## src/rtl/core/sss_pkg.sv

```systemverilog
package sss_pkg;

  // Field widths of one command beat and one result beat.
  localparam int CMD_W   = 4;
  localparam int KEY_W   = 64;
  localparam int VAL_W   = 32;
  localparam int LINE_W  = 16;
  localparam int DEPTH_W = 8;
  localparam int IDX_W   = 6;
  localparam int STAT_W  = 3;
  localparam int COUNT_W = 7;

  // Command codes.
  localparam logic [CMD_W-1:0] CMD_INS_VAR   = 4'd0;
  localparam logic [CMD_W-1:0] CMD_INS_TMP   = 4'd1;
  localparam logic [CMD_W-1:0] CMD_SEARCH    = 4'd2;
  localparam logic [CMD_W-1:0] CMD_POP       = 4'd3;
  localparam logic [CMD_W-1:0] CMD_POP_DEPTH = 4'd4;
  localparam logic [CMD_W-1:0] CMD_CLEAR     = 4'd5;
  localparam logic [CMD_W-1:0] CMD_READ_TMP  = 4'd6;
  localparam logic [CMD_W-1:0] CMD_UPD_TMP   = 4'd7;
  localparam logic [CMD_W-1:0] CMD_TEST_MARK = 4'd8;

  // Status codes.
  localparam logic [STAT_W-1:0] ST_OK        = 3'd0;
  localparam logic [STAT_W-1:0] ST_FULL      = 3'd1;
  localparam logic [STAT_W-1:0] ST_DUPLICATE = 3'd2;
  localparam logic [STAT_W-1:0] ST_NOT_FOUND = 3'd3;
  localparam logic [STAT_W-1:0] ST_BAD_INDEX = 3'd4;

  // Entry count operations.
  localparam logic [2:0] CNT_HOLD = 3'd0;
  localparam logic [2:0] CNT_INC  = 3'd1;
  localparam logic [2:0] CNT_DEC  = 3'd2;
  localparam logic [2:0] CNT_ZERO = 3'd3;
  localparam logic [2:0] CNT_CHK  = 3'd4;

  // Table write operations.
  localparam logic [1:0] WR_NONE = 2'd0;
  localparam logic [1:0] WR_VAR  = 2'd1;
  localparam logic [1:0] WR_TMP  = 2'd2;
  localparam logic [1:0] WR_UPD  = 2'd3;

  // Result forms.
  localparam logic [2:0] RES_NONE  = 3'd0;
  localparam logic [2:0] RES_FULL  = 3'd1;
  localparam logic [2:0] RES_DUP   = 3'd2;
  localparam logic [2:0] RES_MISS  = 3'd3;
  localparam logic [2:0] RES_FOUND = 3'd4;
  localparam logic [2:0] RES_TOP   = 3'd5;
  localparam logic [2:0] RES_ENTRY = 3'd6;
  localparam logic [2:0] RES_BAD   = 3'd7;

  // Commands from the controller to the datapath.
  typedef struct packed {
    logic       load;
    logic       scan_init;
    logic       scan_step;
    logic       rd_scan;
    logic [2:0] cnt_op;
    logic [1:0] wr_op;
    logic       res_load;
    logic [2:0] res_code;
  } ctl_t;

  // Status from the datapath to the controller.
  typedef struct packed {
    logic [CMD_W-1:0] cmd;
    logic             full;
    logic             idx_bad;
    logic             hit;
    logic             scan_end;
    logic             out_free;
  } sts_t;

endpackage

```

## src/rtl/core/sss_ctrl.sv

```systemverilog
module sss_ctrl import sss_pkg::*; (
  input  logic clk,
  input  logic rst_n,
  input  logic in_valid,
  output logic in_ready,
  input  sts_t sts,
  output ctl_t ctl
);

  localparam logic [2:0] S_IDLE     = 3'd0;
  localparam logic [2:0] S_DISPATCH = 3'd1;
  localparam logic [2:0] S_SCAN     = 3'd2;
  localparam logic [2:0] S_READ     = 3'd3;
  localparam logic [2:0] S_FINISH   = 3'd4;

  logic [2:0] state_r, state_nxt;
  logic [2:0] res_r, res_nxt;

  assign in_ready = (state_r == S_IDLE);

  // Next state and datapath commands.
  always_comb begin
    state_nxt     = state_r;
    res_nxt       = res_r;
    ctl           = '0;
    ctl.cnt_op    = CNT_HOLD;
    ctl.wr_op     = WR_NONE;
    ctl.res_code  = res_r;
    unique case (state_r)
      S_IDLE: begin
        if (in_valid) begin
          ctl.load  = 1'b1;
          state_nxt = S_DISPATCH;
        end
      end
      S_DISPATCH: begin
        state_nxt = S_FINISH;
        unique case (sts.cmd)
          CMD_INS_VAR: begin
            if (sts.full) begin
              res_nxt = RES_FULL;
            end else begin
              ctl.scan_init = 1'b1;
              state_nxt     = S_SCAN;
            end
          end
          CMD_INS_TMP: begin
            if (sts.full) begin
              res_nxt = RES_FULL;
            end else begin
              ctl.wr_op  = WR_TMP;
              ctl.cnt_op = CNT_INC;
              res_nxt    = RES_TOP;
            end
          end
          CMD_SEARCH, CMD_POP_DEPTH: begin
            ctl.scan_init = 1'b1;
            state_nxt     = S_SCAN;
          end
          CMD_POP: begin
            ctl.cnt_op = CNT_DEC;
            res_nxt    = RES_TOP;
          end
          CMD_CLEAR: begin
            ctl.cnt_op = CNT_ZERO;
            res_nxt    = RES_NONE;
          end
          CMD_READ_TMP, CMD_UPD_TMP, CMD_TEST_MARK: begin
            if (sts.idx_bad) begin
              res_nxt = RES_BAD;
            end else begin
              state_nxt = S_READ;
            end
          end
          default: res_nxt = RES_NONE;
        endcase
      end
      S_SCAN: begin
        ctl.rd_scan = 1'b1;
        if (sts.hit) begin
          state_nxt = S_FINISH;
          if (sts.cmd == CMD_POP_DEPTH) begin
            ctl.cnt_op = CNT_CHK;
            res_nxt    = RES_TOP;
          end else if (sts.cmd == CMD_INS_VAR) begin
            res_nxt = RES_DUP;
          end else begin
            res_nxt = RES_FOUND;
          end
        end else if (sts.scan_end) begin
          state_nxt = S_FINISH;
          if (sts.cmd == CMD_POP_DEPTH) begin
            ctl.cnt_op = CNT_ZERO;
            res_nxt    = RES_TOP;
          end else if (sts.cmd == CMD_INS_VAR) begin
            ctl.wr_op  = WR_VAR;
            ctl.cnt_op = CNT_INC;
            res_nxt    = RES_TOP;
          end else begin
            res_nxt = RES_MISS;
          end
        end else begin
          ctl.scan_step = 1'b1;
        end
      end
      S_READ: begin
        if (sts.cmd == CMD_UPD_TMP) begin
          ctl.wr_op = WR_UPD;
        end
        res_nxt   = RES_ENTRY;
        state_nxt = S_FINISH;
      end
      S_FINISH: begin
        if (sts.out_free) begin
          ctl.res_load = 1'b1;
          state_nxt    = S_IDLE;
        end
      end
      default: state_nxt = S_IDLE;
    endcase
  end

  always_ff @(posedge clk) begin
    if (!rst_n) begin
      state_r <= S_IDLE;
      res_r   <= RES_NONE;
    end else begin
      state_r <= state_nxt;
      res_r   <= res_nxt;
    end
  end

endmodule

```

## config.mk

```make
export PLATFORM = sky130hd
export DESIGN_NAME = sss_ctrl
export DESIGN_NICKNAME = d
export VERILOG_FILES = /design/src/rtl/core/sss_pkg.sv /design/src/rtl/core/sss_ctrl.sv
export SDC_FILE = /design/constraint.sdc
export NUM_CORES = 1
export LEC_CHECK = 0
export CAP_MARGIN = 0
export CORE_MARGIN = 3
export CORE_UTILIZATION = 40
export DETAILED_ROUTE_END_ITERATION = 10
export DONT_BUFFER_PORTS = 1
export PLACE_DENSITY = 0.61
export SETUP_SLACK_MARGIN = 0.02
export SLEW_MARGIN = 20
export SYNTH_ARGS = -nofsm -noshare
export SYNTH_HDL_FRONTEND = slang
export SYNTH_SLANG_ARGS = --single-unit
export TNS_END_PERCENT = 5
```

## constraint.sdc

```tcl
create_clock -name clk -period 1.99 [get_ports clk]
set_input_delay 0.199 -clock clk [delete_from_list [all_inputs] [get_ports clk]]
set_output_delay 0.199 -clock clk [all_outputs]
set_load 0.02 [all_outputs]
```

## After elaboration in Yosys (flattened, before gate mapping)

Cells that the tools add are included.

| cells by class | value |
|---|---|
| $mul | 0 |
| mux-type cells | 42 |
| magnitude comparators | 0 |
| reduce and logical (&&, ||, !) cells | 7 |
| equality and inequality tests | 18 |
| shifts and indexed selects | 0 |
| add/subtract/negate cells | 0 |
| divide/modulo/power cells | 0 |
| bitwise gates (word level) | 0 |

Operators with widths:

| cell | number |
|---|---|
| $mux W3 | 19 |
| $pmux W3 S5 | 2 |
| $pmux W3 S3 | 3 |
| $eq A4 B3 Y1 const B | 4 |
| $mux W2 | 6 |
| $ne A3 B3 Y1 const B | 3 |
| $eq A4 B2 Y1 const B | 2 |
| $mux W1 | 8 |
| $eq A3 B2 Y1 const B | 2 |
| $ne A2 B2 Y1 const B | 3 |
| $pmux W2 S3 | 1 |
| $pmux W3 S2 | 1 |
| $mux W5 | 1 |
| $reduce_and A5 Y1 | 1 |
| $eq A4 B1 Y1 const B | 1 |
| $eq A4 B4 Y1 const B | 1 |
| $logic_not A4 Y1 | 1 |
| $eq A3 B1 Y1 const B | 1 |
| $eq A3 B3 Y1 const B | 1 |
| $logic_not A3 Y1 | 1 |
| $reduce_and A3 Y1 | 1 |
| $reduce_bool A3 Y1 | 1 |
| $reduce_or A3 Y1 | 1 |
| $pmux W1 S2 | 1 |
| $reduce_or A2 Y1 | 1 |

| storage, ports and cells | value |
|---|---|
| memory bits (read-only) | 0 |
| memories | 0 |
| bits in registers | 6 |
| output and inout bits | 14 |
| latch bits | 0 |
| RAM bits | 0 |

## Logic depth before layout (Yosys ltp)

Gate-level depths: netlist (run 1).

| logic depth | value |
|---|---|
| word-level depth | 6 |
| depth in mapped cells | 7 |
| mapped depth without buffers | 6 |

## Worst setup path before layout (run 1)

OpenSTA, ideal clock, no wires.

| timing path | value |
|---|---|
| path kind | reg2out |
| start | register state_r[2] |
| end | output port ctl[6] (netlist name) |
| data arrival time | 1.563 ns |
| setup slack | 0.228 ns |
| buffers on the path | 1 |
| data required time | 1.791 ns |
| cell stages (with the launch flop) | 7 |
| cells stage by stage | dfxtp_1 buf_2 nor2b_1 nand2b_1 nor4b_2 a21oi_1 nor3_1 |

RTL lines:

| element | line | text |
|---|---|---|
| start: declaration | sss_ctrl.sv:16 | `logic [2:0] state_r, state_nxt;` |
| start signal: assignment | sss_ctrl.sv:128 | `state_r <= state_nxt;` |
| end: declaration | sss_ctrl.sv:7 | `output ctl_t ctl` |

==> impl_metrics.tcl, run 1 <==
set metrics [dict create \
    status "complete, no violations" \
    reg2reg_setup_slack_ns 0.57 \
    routabilityCongestion 0.773 \
    min_to "state_r[2]$_SDFFE_PN0P_" \
    diodes 0 \
    slew_headroom 0.758 \
    cpMaxStageDelayCell "dfxtp_2" \
    fin_skew_ns 0.00116 \
    die_h_um 46.8 \
    cap_violations 0 \
    dp.cells 105 \
    critPathMaxStageDelay_ns 0.37 \
    yosysTopAreaCell "dfxtp_1" \
    cts_setup_buffers 0 \
    max-vdd-ir-drop_mv 0.392 \
    fmax_mhz 546 \
    setup_viol 0 \
    critical_path_class "flop to output pin" \
    hold_depth 1 \
    stdcell_count 108 \
    grt_overflow 0 \
    crit_path_cell_trace "nor2b_4, nand2b_4, nor4b_4, o21ai_1, a21oi_1, buf_4" \
    wl_per_cell_um 14.2 \
    io_buffer_count 0 \
    htree_levels 1 \
    dp_hpwl_um 1240 \
    r2r_start "state_r[2]$_SDFFE_PN0P_" \
    initial_core_util 0.432 \
    dpl_cell_area_um2 697 \
    ios 26 \
    cts_hold_buf 0 \
    syn_avg_cell_area_um2 7.48 \
    grt_setup_unrepaired "yes" \
    yosysSeqAreaShare 0.180 \
    die_x_um 46.8 \
    insertion_delay_ns 0.23 \
    top_layer_used "met3" \
    mappedNetlistArea_um2 666 \
    yosysTopAreaCellShare 0.180 \
    routed_via_density 5.95 \
    ant_nets 0 \
    nNetsFinal 106 \
    grt_pass1_wl_um 2470 \
    layout_common_cells "nor3_1, nor2_1, buf_4" \
    synth_cell_types 35 \
    post-route-min-period_ns 1.83 \
    grt_start_max_net_pins 14 \
    hold_viol 0 \
    final_common_cell "nor3_1" \
    yosysWarnings 0 \
    wl_met2_um 742 \
    crit_required_ns 1.79 \
    wl_met1_um 675 \
    clk_pin_slew_ns 0.04 \
    syn-num-nets 101 \
    cp_top_family "simple AND/OR/NAND/NOR gates" \
    firstDrtPassIters 4 \
    wl_met3_um 113 \
    core.rowCount 14 \
    worstHoldPathType "input port to flop" \
    core_um2 1540 \
    fin_setup_tns_ns 0 \
    worst_setup_path_start_kind "flop" \
    antenna_found_initial 0 \
    grt_pass1_vias 591 \
    fin_crit_sh 0.921 \
    remaining_drc_errors 0 \
    powerDensity_nw_per_um2 526 \
    drtIter0Drc 13 \
    ff2ff_path_depth 5 \
    worst_pin_slew_ns 0.360 \
    critPathLaunch "state_r[1]$_SDFFE_PN0P_" \
    cp_num_buf_inv 1 \
    cts_made_buffers 3 \
    vias 643 \
    synthCells 89 \
    cp.arrival_ns 1.63 \
    drt-total-wl_um 1530 \
    hold_slack_ns 0.0843 \
    areaGrowthSynthToFinish_pct 13.5 \
    ys_ff_latch 6 \
    fin_area_um2 756 \
    numClockSinks 6 \
    slew_violations 0 \
    p_leak_nw 0.290 \
    cts_buffer_depth 2 \
    netlist_top_cells_area "dfxtp_1, nor3_1, nand2b_1" \
    dieArea_um2 2190 \
    grt_use_total 0.154 \
    end_kind "output pin" \
    cts-root-buf "clkbuf_4" \
    drive_above_1_share 0.239 \
    r2r_end "res_r[0]$_SDFFE_PN0P_" \
    min_from "rst_n" \
    tritoncts "yes" \
    worstPathMaxFanout 6 \
]
[power breakdown]
| part | leakage [nW] | internal, mW | total (mW) | switching [mW] |
|---|---|---|---|---|
| registers | 0.0495 | 0.133 | 0.155 | 0.0215 |
| clock network | 0.0138 | 0.0678 | 0.105 | 0.0374 |
| logic | 0.226 | 0.0652 | 0.137 | 0.0723 |
| total | 0.290 | 0.266 | 0.398 | 0.131 |
[layout make-up]
cell class | count | area (um^2)
clock buffers | 3 | 22.5
multi-input cells | 75 | 539
flip-flops and latches | 6 | 121
well taps | 16 | 20.0
fillers | 156 | 786
inverters | 2 | 7.51
repair buffers | 6 | 45.0
[per-stage QoR]
stage	power, mW	util	worst slack (ns)
after global routing	0.433	0.490	0.00430
final	0.398	0.490	0.157
after CTS	0.400	0.476	0.0706
after floorplan	0.274	-	0.228
after global placement	0.288	0.452	0.311
after detailed placement	0.289	0.452	0.221
[kinds of logic (layout without fill, tap and decap cells)]
kind of cell	Yosys count	in the layout	synth area share
flops	6	6	0.180
compound gates	22	22	0.274
mux	3	3	0.0526
simple gates	50	50	0.430
buf+inv	8	11	0.0620
[Yosys cell counts (all sizes together)]
master	n
nor4	1
mux2i	2
o21ai	2
nor4b	1
nor2b	5
o211ai	1
dfxtp	6
a21oi	4
nand3b	2
o21a	4
buf	4
nor2	10
or2	2
and2	3
a32oi	2
nor3	8
clkbuf	2
or4b	1
a31oi	2
o221ai	1
and3	4
o32ai	2
o211a	1
nand2b	6
mux2	1
inv	2
o31ai	1
nand3	1
nand2	5
nor3b	1
o21bai	2
[sequential cells by signal, indices dropped and copies added, names as in the netlist]
name     flops
res_r        3
state_r      3
[metal layers]
layer | GRT usage | vias to the layer above
met5 | 0 | -
met4 | 0.0166 | 0
met3 | 0.0651 | 0
met2 | 0.266 | 21
met1 | 0.183 | 290
li1 | - | 332
[worst register-to-register path: cells and delay by family (launching register included)]
kind                   cells  cell delay (ns)
AOI/OAI and AO/OA          3             0.65
buffers and inverters      1             0.17
DFF                        1             0.33
and+or+nand+nor            1             0.17
[worst max path at each step]
stage | to | slack, ns | cells after the start
floorplan | ctl[6] | 0.23 | 6
global placement | ctl[4] | 0.31 | 5
detailed placement | ctl[4] | 0.22 | 5
CTS | ctl[7] | 0.07 | 6
global route | ctl[7] | 0.004 | 6
finish | ctl[7] | 0.16 | 6
[repair_timing]
item,4_1_cts,5_1_grt
resized for setup,3,5
endpoints found under the setup margin,3,4
cloned,0,0
pin swaps,0,1
Note: power is estimated with default switching activity, not from simulation.
==> inputs of run 2 (changes only) <==
--- a/config.mk
+++ b/config.mk
@@ -10,7 +10,7 @@
 export CORE_UTILIZATION = 40
 export DETAILED_ROUTE_END_ITERATION = 10
 export DONT_BUFFER_PORTS = 1
-export PLACE_DENSITY = 0.61
+export PLACE_DENSITY = 0.63
 export SETUP_SLACK_MARGIN = 0.02
 export SLEW_MARGIN = 20
 export SYNTH_ARGS = -nofsm -noshare
==> constraint.sdc (replaced) <==
create_clock -name clk -period 1.6 [get_ports clk]
set_input_delay 0.16 -clock clk [delete_from_list [all_inputs] [get_ports clk]]
set_output_delay 0.16 -clock clk [all_outputs]
set_load 0.02 [all_outputs]
==> run 2 against run 1 <==
The flow now finishes with violations (negative setup slack). Cell area rose by 8.9%. Critical path depth did not move. Clock skew rose by 0.0018 ns. Non-clock buffer count rose by 7. Sequential cell count did not move. Clock power rose by 28%. Combinational power rose by 34%. Count of clock-buffer cells in the layout did not move. Largest cell class unchanged.
==> impl_metrics.tcl, run 2 (synthesis results as in run 1) <==
set metrics [dict create \
    status "complete, but fails checks" \
    violations "negative setup slack" \
    grt_pass1_vias 587 \
    cts_buffer_depth 2 \
    routabilityCongestion 0.821 \
    grt_use_total 0.159 \
    wl_per_cell_um 14.1 \
    initial_core_util 0.432 \
    grt_setup_unrepaired "yes" \
    setup_viol 2 \
    dpl_cell_area_um2 754 \
    cap_violations 0 \
    die_h_um 46.8 \
    diodes 0 \
    fmax_mhz 614 \
    core_um2 1540 \
    p_leak_nw 0.327 \
    crit_required_ns 1.44 \
    areaGrowthSynthToFinish_pct 23.7 \
    slew_violations 0 \
    antenna_found_initial 0 \
    end_kind "output pin" \
    critical_path_class "flop to output pin" \
    post-route-min-period_ns 1.63 \
    multi_input_area_um2 552 \
    core.rowCount 14 \
    fin_crit_sh 1.02 \
    grt_pass1_wl_um 2540 \
    worst_slack_ns -0.0274 \
    ios 26 \
    cts_hold_buf 0 \
    worstHoldPathType "input port to flop" \
    dp_hpwl_um 1300 \
    drtIter0Drc 16 \
    fin_area_um2 823 \
    drt-total-wl_um 1620 \
    nFillCells 149 \
    area.sequential_um2 124 \
    remaining_drc_errors 0 \
    biggestRegsByFlops "res_r (3), state_r (3)" \
    die_x_um 46.8 \
    clk_pin_slew_ns 0.04 \
    ff2ff_path_depth 5 \
    routed_via_density 5.70 \
    tritoncts "yes" \
    io_buffer_count 0 \
    fin_skew_ns 0.00292 \
    htree_levels 1 \
    firstDrtPassIters 4 \
    layout_common_cells "buf_4, nor2_1, nor3_1" \
    cp.arrival_ns 1.47 \
    insertion_delay_ns 0.24 \
    hold_viol 0 \
    max-vdd-ir-drop_mv 0.495 \
    worstPathMaxFanout 3 \
    cts_made_buffers 3 \
    hold_depth 1 \
    final_common_cell "buf_4" \
    cts_setup_buffers 0 \
    worst_pin_slew_ns 0.386 \
    ant_nets 0 \
    grt_overflow 0 \
    nNetsFinal 113 \
    fin_setup_tns_ns -0.0307 \
    vias 655 \
    grt_start_max_net_pins 14 \
    dieArea_um2 2190 \
    slew_headroom 0.740 \
    cts-root-buf "clkbuf_4" \
    worst_setup_path_start_kind "flop" \
    drive_above_1_share 0.333 \
    powerDensity_nw_per_um2 626 \
    pre_cts_ws_ns 0.0987 \
    numClockSinks 6 \
]
-- run 2: critical path, cell delays in order (launching register included) --
cell     delay, ns
dfxtp_2       0.34
nor2b_4       0.17
buf_4         0.13
and3_4        0.18
a21oi_1       0.06
nor3b_1       0.18
buf_4         0.17
-- run 2: path summary, 6_finish.rpt --
path                                              start                       to  slack [ns]
worst max-delay path            state_r[1]$_SDFFE_PN0P_                   ctl[5]       -0.03
worst min register to register    res_r[1]$_SDFFE_PN0P_    res_r[1]$_SDFFE_PN0P_        0.61
worst max register to register  state_r[2]$_SDFFE_PN0P_    res_r[0]$_SDFFE_PN0P_        0.20
worst min-delay path                              rst_n  state_r[2]$_SDFFE_PN0P_        0.04
-- run 2: report_power, final --
part	switching, mW	internal [mW]
clock network	0.0496	0.0845
logic	0.0925	0.0916
registers	0.0299	0.168
-- run 2: cell type report --
type | count | area share
multi-input combinational | 75 | 0.670
tap | 16 | 0.0243
sequential | 6 | 0.150
inverter | 2 | 0.00912
timing repair buffer | 13 | 0.119
clock buffer | 3 | 0.0274
-- run 2: per-layer routing --
layer | GRT usage | share of wire | vias to the layer above
met5 | 0 | 0 | -
met4 | 0.0497 | 0 | 0
met3 | 0.0307 | 0.059 | 0
met2 | 0.238 | 0.46 | 12
met1 | 0.230 | 0.48 | 298
li1 | - | - | 345
-- run 2: repair_timing --
item,CTS,global route
pin swaps,3,1
resized for setup,8,3
setup endpoints to repair,6,5
-- run 2: stage by stage --
step / util / hold WS (ns) / cells / power, mW
finish: 0.534 / 0.0395 / 115 / 0.516
global route: 0.534 / 0.0285 / 115 / 0.556
CTS: 0.525 / 0.0329 / 115 / 0.520
detailed placement: 0.489 / 0.284 / 112 / 0.374
global placement: 0.489 / 0.285 / 112 / 0.371
floorplan: - / 0.277 / 89 / 0.341
==> inputs of run 3 (changes only) <==
--- a/config.mk
+++ b/config.mk
@@ -11,8 +11,8 @@
 export DETAILED_ROUTE_END_ITERATION = 10
 export DONT_BUFFER_PORTS = 1
 export PLACE_DENSITY = 0.63
+export RECOVER_POWER = 50
 export SETUP_SLACK_MARGIN = 0.02
-export SLEW_MARGIN = 20
 export SYNTH_ARGS = -nofsm -noshare
 export SYNTH_HDL_FRONTEND = slang
 export SYNTH_SLANG_ARGS = --single-unit
==> run 3 against run 2 <==
Combinational power is essentially flat. Sequential share of layout area grew 0.092 points. The run still ends with negative setup slack left. Critical endpoint unchanged. Global-route usage is the same. Largest power group unchanged. Highest routed layer unchanged.
==> impl_metrics.tcl, run 3 (synthesis results as in run 1) <==
set metrics [dict create \
    status "complete, but fails checks" \
    violations "negative setup slack" \
    core.rowCount 14 \
    slew_headroom 0.740 \
    layout_common_cells "buf_4, nor2_1, nor3_1" \
    routed_via_density 5.70 \
    r2r_start "state_r[2]$_SDFFE_PN0P_" \
    cap_violations 0 \
    initial_core_util 0.432 \
    cts_buffer_depth 2 \
    biggestRegsByFlops "res_r (3), state_r (3)" \
    remaining_drc_errors 0 \
    grt_setup_unrepaired "yes" \
    final_common_cell "buf_4" \
    r2r_end "res_r[0]$_SDFFE_PN0P_" \
    areaGrowthSynthToFinish_pct 22.9 \
    cts_setup_buffers 0 \
    max-vdd-ir-drop_mv 0.494 \
    min_to "state_r[2]$_SDFFE_PN0P_" \
    end_kind "output pin" \
    grt_use_total 0.159 \
    ios 26 \
    use_met3 0.0307 \
    io_buffer_count 0 \
    dpl_cell_area_um2 754 \
    tritoncts "yes" \
    antenna_found_initial 0 \
    crit_path_cell_trace "nor2b_4, buf_4, and3_4, a21oi_1, nor3b_1, buf_4" \
    core_um2 1540 \
    grt_start_max_net_pins 14 \
    drt-total-wl_um 1600 \
    fmax_mhz 614 \
    grt_pass1_wl_um 2540 \
    nNetsFinal 113 \
    multi_input_area_um2 547 \
    dieArea_um2 2190 \
    ff2ff_path_depth 5 \
    reg2reg_setup_slack_ns 0.20 \
    cpMaxStageDelayCell "dfxtp_2" \
    hold_viol 0 \
    ant_nets 0 \
    worstPathMaxFanout 3 \
    area.sequential_um2 124 \
    htree_levels 1 \
    worst_slack_ns -0.0278 \
    wl_per_cell_um 13.9 \
    die_h_um 46.8 \
    grt_use_met1 0.230 \
    insertion_delay_ns 0.24 \
    drive_above_1_share 0.323 \
    grt.busiest_layer "met2" \
    cts_hold_buf 0 \
    fin_skew_ns 0.00275 \
    worst_pin_slew_ns 0.386 \
    min_from "rst_n" \
    cts-root-buf "clkbuf_4" \
    cp_common_cell "buf_4" \
    powerDensity_nw_per_um2 628 \
    firstDrtPassIters 4 \
    dp_hpwl_um 1300 \
    crit_required_ns 1.44 \
    diodes 0 \
    hold_depth 1 \
    clk_pin_slew_ns 0.04 \
    critical_path_class "flop to output pin" \
    nFillCells 150 \
    final_util 0.531 \
    cp.arrival_ns 1.47 \
    drtIter0Drc 18 \
    worst_setup_path_start_kind "flop" \
    vias 656 \
    grt_overflow 0 \
    worstHoldPathType "input port to flop" \
    routabilityCongestion 0.821 \
    grt_pass1_vias 587 \
    post-route-min-period_ns 1.63 \
    fin_crit_sh 1.02 \
    critPathMaxStageDelay_ns 0.34 \
    cts_made_buffers 3 \
    numClockSinks 6 \
    slew_violations 0 \
    die_x_um 46.8 \
    gr-usage-met2 0.238 \
    setup_viol 3 \
    fin_area_um2 818 \
    p_leak_nw 0.326 \
]
==> run 3: changes by cell type in the layout (fill, tap and decap cells not counted) <==
cell / previous run / this run
nor3_1: 6 / 7
nor3_2: 2 / 1
==> run 3: critical path: cells and delay by family (launching register included) <==
family	cells	cell delay (ns)
and+or+nand+nor	3	0.53
AOI/OAI and AO/OA	1	0.06
DFF	1	0.34
buffers and inverters	2	0.30
==> run 3: where the power goes <==
part,internal [mW],switching [mW]
combinational,0.0916,0.0921
clock,0.0845,0.0489
sequential,0.168,0.0297
==> run 3: final cells by class <==
| type | count | share of cell area |
|---|---|---|
| Tap cell | 16 | 0.0245 |
| Multi-Input combinational cell | 75 | 0.668 |
| Inverter | 2 | 0.00917 |
| Timing Repair Buffer | 13 | 0.119 |
| Sequential cell | 6 | 0.151 |
| Clock buffer | 3 | 0.0275 |
==> run 3: how the worst max path moves through the flow <==
stage | from | endpoint | slack (ns)
6_report | state_r[1]$_SDFFE_PN0P_ | ctl[5] | -0.03
5_1_grt | state_r[1]$_SDFFE_PN0P_ | ctl[7] | -0.11
4_1_cts | state_r[1]$_SDFFE_PN0P_ | ctl[7] | -0.07
3_3_place_gp | state_r[1]$_SDFFE_PN0P_ | ctl[7] | 0.14
3_5_place_dp | state_r[1]$_SDFFE_PN0P_ | ctl[7] | 0.1
2_1_floorplan | state_r[2]$_SDFFE_PN0P_ | ctl[7] | -0.08
==> run 3: what timing repair did <==
| action | CTS | global route |
|---|---|---|
| pin swaps | 3 | 1 |
| resized for setup | 8 | 3 |
| hold endpoints to repair | 0 | 0 |
| setup endpoints to repair | 6 | 5 |
==> run 3: metrics by stage <==
stage | cells | hold WS (ns) | power [mW] | TNS [ns] | setup WS (ns)
6_report | 115 | 0.0398 | 0.514 | -0.0311 | -0.0278
5_1_grt | 115 | 0.0285 | 0.555 | -0.509 | -0.111
4_1_cts | 115 | 0.0329 | 0.520 | -0.214 | -0.0654
3_5_place_dp | 112 | 0.284 | 0.374 | 0 | 0.0987
3_3_place_gp | 112 | 0.285 | 0.371 | 0 | 0.141
2_1_floorplan | 89 | 0.277 | 0.341 | -0.0762 | -0.0762
==> run 3: per-layer routing <==
metal	vias up	share of wire
met5	-	0
met4	0	0
met3	0	0.059
met2	12	0.46
met1	300	0.48
li1	344	-
